--- src/design/als_pkg.sv ---
`default_nettype none
package als_pkg;

    localparam int MAX_DEPTH = 16;
    localparam int ADDR_W    = $clog2(MAX_DEPTH);
    localparam int CNT_W     = $clog2(MAX_DEPTH + 1);
    localparam int WORD_W    = 32;
    localparam int CAP_W     = 5;
    localparam int POS_W     = 5;
    localparam int KIND_W    = 2;
    localparam int STATUS_W  = 2;

    localparam logic [CAP_W-1:0] CAP_RESET = CAP_W'(MAX_DEPTH);

    typedef enum logic [KIND_W-1:0] {
        KIND_PUSH = 2'd0,
        KIND_POP  = 2'd1,
        KIND_PEEK = 2'd2,
        KIND_NOP  = 2'd3
    } kind_t;

    typedef enum logic [STATUS_W-1:0] {
        STATUS_OK        = 2'd0,
        STATUS_OVERFLOW  = 2'd1,
        STATUS_UNDERFLOW = 2'd2,
        STATUS_BAD_POS   = 2'd3
    } status_t;

    typedef enum logic [1:0] {
        DSEL_ZERO,
        DSEL_MEM,
        DSEL_ERR
    } dsel_t;

    typedef enum logic [1:0] {
        ST_IDLE,
        ST_EXEC,
        ST_RESP
    } state_t;

    typedef struct packed {
        logic capture;
        logic execute;
    } cmd_t;

endpackage
`default_nettype wire

--- src/design/als_ctrl.sv ---
`default_nettype none
module als_ctrl (
    input  wire logic        aclk,
    input  wire logic        aresetn,
    input  wire logic        s_valid,
    output logic             s_ready,
    output logic             m_valid,
    input  wire logic        m_ready,
    output als_pkg::cmd_t    cmd
);
    import als_pkg::*;

    state_t state_reg;
    state_t state_next;

    always_ff @(posedge aclk) begin
        if (!aresetn) begin
            state_reg <= ST_IDLE;
        end else begin
            state_reg <= state_next;
        end
    end

    always_comb begin
        state_next = state_reg;
        case (state_reg)
            ST_IDLE: begin
                if (s_valid) begin
                    state_next = ST_EXEC;
                end
            end
            ST_EXEC: begin
                state_next = ST_RESP;
            end
            ST_RESP: begin
                if (m_ready) begin
                    state_next = ST_IDLE;
                end
            end
            default: begin
                state_next = ST_IDLE;
            end
        endcase
    end

    always_comb begin
        s_ready     = 1'b0;
        m_valid     = 1'b0;
        cmd.capture = 1'b0;
        cmd.execute = 1'b0;
        case (state_reg)
            ST_IDLE: begin
                s_ready     = 1'b1;
                cmd.capture = s_valid;
            end
            ST_EXEC: begin
                cmd.execute = 1'b1;
            end
            ST_RESP: begin
                m_valid = 1'b1;
            end
            default: begin
                s_ready = 1'b0;
            end
        endcase
    end

endmodule
`default_nettype wire

--- src/design/als_dpath.sv ---
`default_nettype none
module als_dpath (
    input  wire logic                                aclk,
    input  wire logic                                aresetn,
    input  wire als_pkg::cmd_t                       cmd,
    input  wire logic                                cfg_we,
    input  wire logic [als_pkg::CAP_W-1:0]           cfg_data,
    input  wire logic [als_pkg::KIND_W-1:0]          in_kind,
    input  wire logic signed [als_pkg::WORD_W-1:0]   in_push_value,
    input  wire logic [als_pkg::POS_W-1:0]           in_peek_position,
    output logic signed [als_pkg::WORD_W-1:0]        out_read_data,
    output logic [als_pkg::STATUS_W-1:0]             out_status,
    output logic                                     out_is_empty,
    output logic                                     out_is_full
);
    import als_pkg::*;

    logic [WORD_W-1:0] mem [MAX_DEPTH];

    logic [CAP_W-1:0]  cap_reg;
    logic [CNT_W-1:0]  count_reg;
    logic [CNT_W-1:0]  count_next;
    kind_t             kind_reg;
    logic [WORD_W-1:0] value_reg;
    logic [POS_W-1:0]  pos_reg;
    status_t           status_reg;
    status_t           status_next;
    dsel_t             dsel_reg;
    dsel_t             dsel_next;
    logic [WORD_W-1:0] rd_data_reg;
    logic [CNT_W-1:0]  cap_use;
    logic [CNT_W-1:0]  pos_ext;
    logic [CNT_W-1:0]  rd_index;
    logic              wr_en;

    // clamp capacity into 1..MAX_DEPTH
    always_comb begin
        if (cap_reg == '0) begin
            cap_use = CNT_W'(1);
        end else if (CNT_W'(cap_reg) > CNT_W'(MAX_DEPTH)) begin
            cap_use = CNT_W'(MAX_DEPTH);
        end else begin
            cap_use = CNT_W'(cap_reg);
        end
    end

    assign pos_ext = CNT_W'(pos_reg);

    always_comb begin
        count_next  = count_reg;
        status_next = STATUS_OK;
        dsel_next   = DSEL_ZERO;
        rd_index    = count_reg - CNT_W'(1);
        wr_en       = 1'b0;
        case (kind_reg)
            KIND_PUSH: begin
                if (count_reg >= cap_use) begin
                    status_next = STATUS_OVERFLOW;
                end else begin
                    wr_en      = 1'b1;
                    count_next = count_reg + CNT_W'(1);
                end
            end
            KIND_POP: begin
                if (count_reg == '0) begin
                    status_next = STATUS_UNDERFLOW;
                    dsel_next   = DSEL_ERR;
                end else begin
                    count_next = count_reg - CNT_W'(1);
                    dsel_next  = DSEL_MEM;
                end
            end
            KIND_PEEK: begin
                rd_index = count_reg - pos_ext;
                if (pos_ext == '0 || pos_ext > count_reg) begin
                    status_next = STATUS_BAD_POS;
                    dsel_next   = DSEL_ERR;
                end else begin
                    dsel_next = DSEL_MEM;
                end
            end
            default: begin
                status_next = STATUS_OK;
            end
        endcase
    end

    always_ff @(posedge aclk) begin
        if (!aresetn) begin
            cap_reg   <= CAP_RESET;
            count_reg <= '0;
        end else begin
            if (cfg_we) begin
                cap_reg <= cfg_data;
            end
            if (cmd.execute) begin
                count_reg <= count_next;
            end
        end
    end

    always_ff @(posedge aclk) begin
        if (cmd.capture) begin
            kind_reg  <= kind_t'(in_kind);
            value_reg <= in_push_value;
            pos_reg   <= in_peek_position;
        end
        if (cmd.execute) begin
            status_reg <= status_next;
            dsel_reg   <= dsel_next;
        end
    end

    // entry store
    always_ff @(posedge aclk) begin
        if (cmd.execute && wr_en) begin
            mem[count_reg[ADDR_W-1:0]] <= value_reg;
        end
        if (cmd.execute) begin
            rd_data_reg <= mem[rd_index[ADDR_W-1:0]];
        end
    end

    always_comb begin
        case (dsel_reg)
            DSEL_MEM:  out_read_data = rd_data_reg;
            DSEL_ERR:  out_read_data = '1;
            default:   out_read_data = '0;
        endcase
    end

    assign out_status   = status_reg;
    assign out_is_empty = (count_reg == '0);
    assign out_is_full  = (count_reg >= cap_use);

endmodule
`default_nettype wire

--- src/design/array_lifo_stack_core.sv ---
// after input accept the controller steps through execute, then respond, where the result is valid
// a new item is accepted only after the previous result is taken
// one item in flight; the entry store is read, and on a push also written, in the execute cycle
// reset: synchronous active-low aresetn empties the stack and sets capacity to 16
// entry store contents are not cleared by reset
`default_nettype none
module array_lifo_stack_core (
    input  wire logic                                aclk,
    input  wire logic                                aresetn,
    input  wire logic                                s_valid,
    output logic                                     s_ready,
    input  wire logic [als_pkg::KIND_W-1:0]          s_kind,
    input  wire logic signed [als_pkg::WORD_W-1:0]   s_push_value,
    input  wire logic [als_pkg::POS_W-1:0]           s_peek_position,
    output logic                                     m_valid,
    input  wire logic                                m_ready,
    output logic signed [als_pkg::WORD_W-1:0]        m_read_data,
    output logic [als_pkg::STATUS_W-1:0]             m_status,
    output logic                                     m_is_empty,
    output logic                                     m_is_full,
    input  wire logic                                cfg_valid,
    output logic                                     cfg_ready,
    input  wire logic [als_pkg::CAP_W-1:0]           cfg_data
);
    import als_pkg::*;

    cmd_t cmd;

    assign cfg_ready = 1'b1;

    als_ctrl u_ctrl (
        .aclk    (aclk),
        .aresetn (aresetn),
        .s_valid (s_valid),
        .s_ready (s_ready),
        .m_valid (m_valid),
        .m_ready (m_ready),
        .cmd     (cmd)
    );

    als_dpath u_dpath (
        .aclk             (aclk),
        .aresetn          (aresetn),
        .cmd              (cmd),
        .cfg_we           (cfg_valid),
        .cfg_data         (cfg_data),
        .in_kind          (s_kind),
        .in_push_value    (s_push_value),
        .in_peek_position (s_peek_position),
        .out_read_data    (m_read_data),
        .out_status       (m_status),
        .out_is_empty     (m_is_empty),
        .out_is_full      (m_is_full)
    );

endmodule
`default_nettype wire
--- config.mk ---
export PLATFORM = sky130hd
export DESIGN_NAME = array_lifo_stack_core
export DESIGN_NICKNAME = d
export VERILOG_FILES = /design/src/design/als_pkg.sv /design/src/design/als_ctrl.sv /design/src/design/als_dpath.sv /design/src/design/array_lifo_stack_core.sv
export SDC_FILE = /design/constraint.sdc
export NUM_CORES = 1
export LEC_CHECK = 0
export BUFFER_PORTS_ARGS = -buffer_cell sky130_fd_sc_hd__buf_2
export CORE_MARGIN = 3
export CORE_UTILIZATION = 55
export CTS_CLUSTER_DIAMETER = 50
export DETAILED_ROUTE_END_ITERATION = 12
export PLACE_DENSITY = 0.75
export SYNTH_ARGS = -nofsm -noshare
export SYNTH_HDL_FRONTEND = slang
export SYNTH_SLANG_ARGS = --single-unit
--- constraint.sdc ---
create_clock -name aclk -period 5.2 [get_ports aclk]
set_input_delay 0.52 -clock aclk [delete_from_list [all_inputs] [get_ports aclk]]
set_output_delay 0.52 -clock aclk [all_outputs]
set_load 0.05 [all_outputs]
==> flow_metrics.tcl, run 1 <==
set metrics [dict create \
    status "finished clean" \
    ys_seq_elements 599 \
    cp.arrival_ns 4.01 \
    cap_violations 0 \
    antenna_found_initial 0 \
    synth_seq_area_share 0.766 \
    cts_resized 0 \
    overflow 0 \
    min_path_type "input pin to flip-flop" \
    path_buf_inv 2 \
    seq_power_share 0.504 \
    cp-end-kind "flip-flop" \
    avgSynthCellArea_sq_um 19.7 \
    max_stage_delay_ns 0.57 \
    ys.warnings.count 0 \
    p_comb_frac 0.086 \
    clock_sinks 599 \
    finish.utilization 0.645 \
    h-tree-depth 3 \
    routedWlPerCell_um 26.7 \
    netlist-cell-type-count 43 \
    clk_pin_slew_ns 0.06 \
    final_cell_mix "edfxtp_1, mux4_2, nand2_1" \
    drtPass1Iterations 5 \
    hold_buffers 0 \
    detailed_place_hpwl_um 27200 \
    nets 1385 \
    areaGrowthSynthToFinish_pct 14.4 \
    die_x_um 212 \
    worst_ep_required_time_ns 5.41 \
    grt_max_degree 90 \
    start_util 0.564 \
    period_minus_slack_ns 3.80 \
    ant_nets 0 \
    cts.path.max_buffers 3 \
    track_usage 0.231 \
    finalSetupTns_ns 0 \
    syn_area_sq_mm 0.0233 \
    drv_slew 0 \
    switchingPower_mw 2.49 \
    fmax_mhz 263 \
    syn-num-nets 1256 \
    syn_inst 1182 \
    drc 0 \
    slowest_stage "nor2_4" \
    wl_um 50500 \
    worst_pin_slew_ns 1.06 \
    worst_setup_path_start_kind "flip-flop" \
    num_rows 74 \
    setup_violations 0 \
    cts-buffers-inserted 66 \
    p_leak_nw 8.91 \
    vias_per_cell 6.28 \
    dieArea_sq_mm 0.0449 \
    slew_headroom 0.276 \
    drt_iter0_markers 1277 \
    rsz0062_at_grt "no" \
    globalplace.congestion 0.847 \
    crit_path_max_fanout 21 \
    grt_pass1_wl_um 76200 \
    diodes 0 \
    cts_tree "built" \
    crit_top_cell "a21o_1" \
    internal_power_mw 8.39 \
    switching_share 0.229 \
    final_hold_viol_count 0 \
    layout-drive-gt1-share 0.274 \
    fp.dieH_um 212 \
    path_cells "inv_1 > ha_1 > nand2b_1 > a21o_1 > a21o_1 > a21boi_0 > nand2_1 > nor2_4 > buf_4" \
    grt_pass1_vias 12245 \
    layout_commonest_cell "edfxtp_1" \
    ir_worst_vdd_mv 0.223 \
    finClkSkew_ns 0.0227 \
    largest_reg_flops 512 \
    clockPowerShare 0.410 \
    core-area_sq_mm 0.0414 \
    vias 11888 \
    ctsRootBufferMaster "clkbuf_16" \
    clock_latency_ns 0.58 \
    post_cts_buffers 0 \
    dominantRegCellSynth "edfxtp_1" \
    period_share 0.730 \
    synth-edff-count 587 \
    ios 88 \
    critPathKind "flip-flop to flip-flop" \
    num-fill-cells 2690 \
    synthArstFlopShare 0 \
    critical_path.top_delay_family "simple AND/OR/NAND/NOR gates" \
    power_per_cell_area_mw_per_mm2 407 \
    portBuffers 86 \
]
[cells in the mapped netlist, types with 3 or more instances]
| cell type | instances | area (sq um) |
|---|---|---|
| nand2_1 | 92 | 345 |
| clkbuf_1 | 31 | 116 |
| buf_1 | 6 | 22.5 |
| o21ai_0 | 6 | 30.0 |
| mux2i_1 | 9 | 90.1 |
| and3_1 | 3 | 18.8 |
| a21oi_1 | 42 | 210 |
| buf_4 | 6 | 45.0 |
| ha_1 | 24 | 300 |
| nor2_1 | 57 | 214 |
| edfxtp_1 | 587 | 17600 |
| nand3_1 | 3 | 15.0 |
| dfxtp_1 | 12 | 240 |
| nor3_1 | 6 | 30.0 |
| a21o_1 | 3 | 22.5 |
| and2_1 | 34 | 213 |
| nor2b_1 | 3 | 18.8 |
| a31oi_1 | 33 | 206 |
| mux4_2 | 128 | 2880 |
| xnor2_1 | 3 | 26.3 |
| buf_2 | 9 | 45.0 |
| buf_6 | 10 | 113 |
| a211oi_1 | 32 | 240 |
| inv_1 | 19 | 71.3 |
[cell type report]
| class | count | area [sq um] | area share |
|---|---|---|---|
| sequential | 599 | 17900 | 0.669 |
| multi-input combinational | 502 | 5250 | 0.197 |
| clock buffer | 80 | 1810 | 0.0678 |
| timing repair buffer | 123 | 758 | 0.0284 |
| tap | 532 | 666 | 0.0249 |
| clock inverter | 38 | 285 | 0.0107 |
| inverter | 19 | 71.3 | 0.00267 |
[per-stage QoR]
stage / power, mW / area (sq um) / hold slack [ns] / instances / worst slack (ns)
after floorplan: 6.26 / 23400 / 0.452 / 1182 / 0.421
after global placement: 6.50 / 24600 / 0.487 / 1775 / 1.60
after detailed placement: 6.51 / 24600 / 0.490 / 1775 / 1.48
after CTS: 11.0 / 26700 / 0.0881 / 1893 / 1.44
after global routing: 11.2 / 26700 / 0.0915 / 1893 / 1.27
final: 10.9 / 26700 / 0.120 / 1893 / 1.40
[power groups by stage]
stage          clock (mW)  sequential (mW)  combinational (mW)
6_report             4.46             5.48               0.933
5_1_grt              4.73             5.49                1.01
4_1_cts              4.53             5.48               0.944
3_5_place_dp            0             5.58               0.929
3_3_place_gp            0             5.57               0.924
2_1_floorplan           0             5.55               0.714
[final timing paths]
check / start / end / slack, ns / depth (start not counted)
worst max-delay path: u_dpath.count_reg[0] / u_dpath.mem[15][12] / 1.40 / 9
worst min-delay path: s_push_value[23] / u_dpath.value_reg[23] / 0.12 / 1
worst max register to register: u_dpath.count_reg[0] / u_dpath.mem[15][12] / 1.40 / 9
worst min register to register: u_dpath.count_reg[4] / u_dpath.count_reg[4] / 0.51 / 2
[routing by layer]
metal	share of wire	up-vias	global-route usage	routed length, um
met5	0	-	0	0
met4	0.026	0	0.0788	1330
met3	0.085	95	0.0493	4270
met2	0.48	574	0.363	24400
met1	0.41	6187	0.330	20500
li1	-	5032	-	-
[kinds of logic after synthesis]
| group | Yosys count | share of synthesized area |
|---|---|---|
| muxes | 138 | 0.128 |
| xor gates and xnor gates | 5 | 0.00188 |
| other | 1 | 0.000161 |
| AOI/OAI and AO/OA | 128 | 0.0343 |
| DFF | 599 | 0.766 |
| buffers and inverters | 81 | 0.0177 |
| and+or+nand+nor | 205 | 0.0388 |
| adders and majority gates | 25 | 0.0137 |
(Power assumes the default switching activity.)
==> run 2: changes to the inputs <==
CORE_UTILIZATION = 58   (was 55)
clock period = 3.6 ns   (was 5.2 ns; I/O delays follow)
==> run 2 against run 1 <==
Sequential share of layout area fell by 1.4 points. Core utilization up 5.1 points. Clock skew up 0.00090 ns. Via count grew 2.3%. Die area shrank 5.0%. First-iteration DRC count increased by 6.1%. Maximum frequency is 15% higher. Critical path depth is 3 higher. Clock-buffer cell count is 13 lower. Critical path type unchanged. Largest cell class unchanged. Highest routed layer unchanged.
==> flow_metrics.tcl, run 2 (synthesized netlist as in run 1, its figures left out) <==
set metrics [dict create \
    status "finished clean" \
    timing.final.ws_setup_ns 0.286 \
    cap_violations 0 \
    drc 0 \
    ios 88 \
    detailed_place_hpwl_um 28600 \
    ir_worst_vdd_mv 0.467 \
    diodes 0 \
    setup_violations 0 \
    grt_pass1_vias 12569 \
    min_path_type "input pin to flip-flop" \
    grt_pass1_wl_um 78500 \
    portBuffers 86 \
    drv_slew 0 \
    nets 1450 \
    overflow 0 \
    drt_iter0_markers 1355 \
    ant_nets 0 \
    antenna_found_initial 0 \
    worst_setup_path_start_kind "flip-flop" \
    finalSetupTns_ns 0 \
    rsz0062_at_grt "no" \
    final_hold_viol_count 0 \
    worstHoldStart "cfg_data[1]" \
    clock_latency_ns 0.62 \
    final_cell_mix "edfxtp_1, mux4_2, nand2_1" \
    cts_tree "built" \
    areaGrowthSynthToFinish_pct 16.9 \
    track_usage 0.254 \
    layout_commonest_cell "edfxtp_1" \
    vias 12159 \
    startpoint "u_dpath.count_reg[0]" \
    grt_max_degree 40 \
    globalplace.congestion 0.805 \
    finalPower_mw 15.1 \
    dieArea_sq_mm 0.0427 \
    post_cts_buffers 0 \
    cts-buffers-inserted 59 \
    worst_ep_required_time_ns 3.95 \
    dpl_cell_area_sq_mm 0.0251 \
    vias_per_cell 6.27 \
    p_leak_nw 9.13 \
    start_util 0.596 \
    largest_reg_flops 512 \
    fmax_mhz 302 \
    wl_um 52700 \
    fp.dieH_um 207 \
    power_per_cell_area_mw_per_mm2 555 \
    die_x_um 207 \
    drtPass1Iterations 5 \
    critPathKind "flip-flop to flip-flop" \
    dpl_worst_slack_ns 0.229 \
    period_minus_slack_ns 3.31 \
    cp.arrival_ns 3.66 \
    crit_path_max_fanout 18 \
    clk_pin_slew_ns 0.06 \
    routedWlPerCell_um 27.2 \
    worst_pin_slew_ns 0.785 \
    layout-drive-gt1-share 0.271 \
    r2r_start "u_dpath.count_reg[0]" \
    num_rows 72 \
    ctsRootBufferMaster "clkbuf_16" \
    cp-end-kind "flip-flop" \
    core-area_sq_mm 0.0392 \
    finClkSkew_ns 0.0236 \
    h-tree-depth 2 \
    cts.path.max_buffers 3 \
    slew_headroom 0.477 \
    fin_area_sq_mm 0.0273 \
    clock_sinks 599 \
    period_share 0.920 \
]
run 2: timing repair:
item / in CTS / in global routing
hold buffers: 44 / 0
endpoints found under the hold margin: 44 / 0
resized for setup: 0 / 1
endpoints found under the setup margin: 0 / 1
run 2: worst max-delay path, cell delays in order (launching register included):
cell and delay [ns]:
dfxtp_1 0.41, inv_2 0.16, ha_1 0.20, inv_1 0.06, fa_1 0.47, inv_1 0.06
mux2i_4 0.22, buf_12 0.23, buf_12 0.21, mux4_2 0.50, and2_1 0.17, a211oi_1 0.28
a31oi_1 0.08
run 2: path summary, 6_finish.rpt:
kind	cells past startpoint	slack (ns)	endpoint
worst max register to register	12	0.29	u_dpath.rd_data_reg[23]
worst max-delay path	12	0.29	u_dpath.rd_data_reg[23]
worst min-delay path	3	0.05	u_dpath.cap_reg[1]
worst min register to register	2	0.49	u_dpath.count_reg[4]
run 2: through the flow:
stage	hold WS, ns	util	std cells
after floorplan	0.452	-	1182
after global placement	0.467	0.639	1789
after detailed placement	0.479	0.639	1789
after CTS	0.0259	0.696	1940
after global routing	0.0295	0.696	1940
final	0.0461	0.696	1940
run 2: layer usage:
layer  up-vias  routed length (um)  global-route usage
met3       121                4600              0.0535
met1      6267               20800               0.360
li1       5145                   -                   -
met2       626               25600               0.402
met5         -                   0                   0
met4         0                1750              0.0904
run 2: power by group:
group	leakage [nW]	total, mW	switching, mW	internal, mW
registers	5.41	7.92	0.125	7.79
clock network	0.872	5.74	2.53	3.21
logic	2.86	1.48	0.827	0.658
total	9.13	15.1	3.48	11.7
run 2: final cells by class:
cell class | instances | area [sq um]
sequential | 599 | 17900
fill | 2377 | 11900
multi-input combinational | 502 | 5250
timing repair buffer | 195 | 1660
clock buffer | 67 | 1510
tap | 518 | 648
clock inverter | 40 | 288
inverter | 19 | 71.3
==> run 3: changes to the inputs <==
CORE_MARGIN = 4   (was 3)
RECOVER_POWER = 25   (was not set)
==> run 3 against run 2 <==
Total power is 0.17% lower. Sequential share of layout area barely moved. Global-route usage shrank 1.3 points. Routed wire length down 1.9%. First-iteration DRC count decreased by 5.4%. Combinational power barely moved. Critical path type unchanged. Critical path depth unchanged. Non-clock buffer count decreased by 17. Core utilization shrank 0.95 points. Via count down 0.93%. Final cell count fell by 0.36%. Clock-buffer cell count rose by 7.
==> flow_metrics.tcl, run 3 (synthesized netlist as in run 1, its figures left out) <==
set metrics [dict create \
    status "finished clean" \
    max_stage_delay_ns 0.51 \
    critical_path.top_delay_family "buffers and inverters" \
    worst_pin_slew_ns 0.894 \
    rsz0062_at_grt "no" \
    cts-buffers-inserted 59 \
    wl_um 51700 \
    dpl_worst_slack_ns 0.341 \
    r2r_start "u_dpath.count_reg[0]" \
    worstHoldStart "cfg_data[1]" \
    critPathKind "flip-flop to flip-flop" \
    ir_worst_vdd_mv 0.509 \
    layout_commonest_cell "edfxtp_1" \
    rr_endpoint "u_dpath.rd_data_reg[12]" \
    dieArea_sq_mm 0.0435 \
    portBuffers 86 \
    largest_reg_flops 512 \
    post_cts_buffers 0 \
    wl_met2_um 25400 \
    routedWlPerCell_um 26.8 \
    cts_tree "built" \
    core-area_sq_mm 0.0397 \
    cts.path.max_buffers 3 \
    drc 0 \
    detailed_place_hpwl_um 26600 \
    fp.dieH_um 209 \
    power_per_cell_area_mw_per_mm2 554 \
    die_x_um 209 \
    cap_violations 0 \
    regToRegSetupSlack_ns 0.32 \
    whs_ns 0.0237 \
    holdPathStages 3 \
    finish.utilization 0.687 \
    h-tree-depth 2 \
    layout-drive-gt1-share 0.262 \
    drt_iter0_markers 1282 \
    worst_setup_path_start_kind "flip-flop" \
    crit_path_max_fanout 18 \
    slew_headroom 0.404 \
    fmax_mhz 305 \
    min_to "u_dpath.cap_reg[1]" \
    ctsRootBufferMaster "clkbuf_16" \
    num-fill-cells 2430 \
    grt_pass1_vias 12372 \
    worst_ep_required_time_ns 3.95 \
    final_cell_mix "edfxtp_1, mux4_2, nand2_1" \
    grt_pass1_wl_um 78200 \
    num_rows 73 \
    ios 88 \
    antenna_found_initial 0 \
    clock_sinks 599 \
    cp.arrival_ns 3.63 \
    rr_worst_depth 12 \
    wl_met3_um 4180 \
    p_leak_nw 9.07 \
    diodes 0 \
    slowest_stage "mux4_2" \
    crit_top_cell "inv_1" \
    timing.final.ws_setup_ns 0.324 \
    min_path_type "input pin to flip-flop" \
    vias_per_cell 6.23 \
    track_usage 0.241 \
    finClkSkew_ns 0.0154 \
    clk_pin_slew_ns 0.06 \
    globalplace.congestion 0.826 \
    clock_latency_ns 0.62 \
    final_hold_viol_count 0 \
    start_util 0.587 \
    setup_violations 0 \
    ant_nets 0 \
    period_share 0.910 \
    drv_slew 0 \
    path_cells "inv_1 > ha_1 > inv_1 > fa_1 > inv_1 > mux2i_4 > buf_12 > buf_12 > mux4_2 > and2_1 > a211oi_1 > a31oi_1" \
    drtPass1Iterations 6 \
    finalPower_mw 15.1 \
    overflow 0 \
    grt_max_degree 65 \
    cts_resized 0 \
    vias 12046 \
    period_minus_slack_ns 3.28 \
    path_buf_inv 5 \
    areaGrowthSynthToFinish_pct 16.9 \
    cp-end-kind "flip-flop" \
    nets 1433 \
    routed.top_layer "met4" \
    m1WireLength_um 20900 \
]
run 3: cell count changes in the layout (fill, tap and decap cells not counted), sizes merged:
cell / change
clkinvlp: +2
buf: -20
clkinv: -5
bufinv: -2
clkbuf: +10
inv: +1
run 3: worst max path at each step:
| stage | startpoint | slack (ns) | cells after the start | end |
|---|---|---|---|---|
| finish | u_dpath.count_reg[0] | 0.32 | 12 | u_dpath.rd_data_reg[12] |
| global route | u_dpath.count_reg[0] | 0.13 | 12 | u_dpath.rd_data_reg[5] |
| CTS | u_dpath.count_reg[0] | 0.30 | 12 | u_dpath.rd_data_reg[12] |
| detailed placement | u_dpath.count_reg[0] | 0.34 | 12 | u_dpath.rd_data_reg[20] |
| global placement | u_dpath.count_reg[0] | 0.41 | 12 | u_dpath.rd_data_reg[20] |
| floorplan | u_ctrl.state_reg[0] | -0.42 | 5 | u_dpath.mem[15][0] |
run 3: area by class of cell:
cell class / instances / area (sq um) / area share
multi-input combinational: 502 / 5250 / 0.192
sequential: 599 / 17900 / 0.655
inverter: 19 / 71.3 / 0.00261
timing repair buffer: 178 / 1620 / 0.0592
tap: 525 / 657 / 0.0241
clock buffer: 74 / 1550 / 0.0569
clock inverter: 36 / 277 / 0.0101
run 3: worst reg2reg max path, stage by stage (launching register included):
cell and delay (ns):
dfxtp_1 0.31, inv_1 0.18, ha_1 0.22, inv_1 0.06, fa_1 0.48, inv_1 0.06, mux2i_4 0.22, buf_12 0.23
buf_12 0.23, mux4_2 0.52, and2_1 0.18, a211oi_1 0.27, a31oi_1 0.06
run 3: repair_timing:
| action | 4_1_cts | 5_1_grt |
|---|---|---|
| endpoints found under the setup margin | 0 | 0 |
| hold endpoints to repair | 44 | 0 |
| hold buffers | 44 | 0 |
run 3: report_power, final:
| part | switching, mW | leakage (nW) | internal, mW | total, mW |
|---|---|---|---|---|
| Clock | 2.58 | 0.878 | 3.17 | 5.75 |
| Sequential | 0.119 | 5.41 | 7.79 | 7.91 |
| Combinational | 0.814 | 2.79 | 0.645 | 1.46 |
run 3: per-stage QoR:
| step | setup TNS [ns] | cells | cell area, sq um |
|---|---|---|---|
| floorplan | -194.32 | 1182 | 23400 |
| global placement | 0 | 1779 | 25000 |
| detailed placement | 0 | 1779 | 25000 |
| CTS | 0 | 1933 | 27300 |
| global route | 0 | 1933 | 27300 |
| finish | 0 | 1933 | 27300 |
run 3: per-layer routing:
metal,vias up,track usage
met5,-,0
met4,0,0.0626
met3,99,0.0458
met2,600,0.389
met1,6221,0.348
li1,5126,-
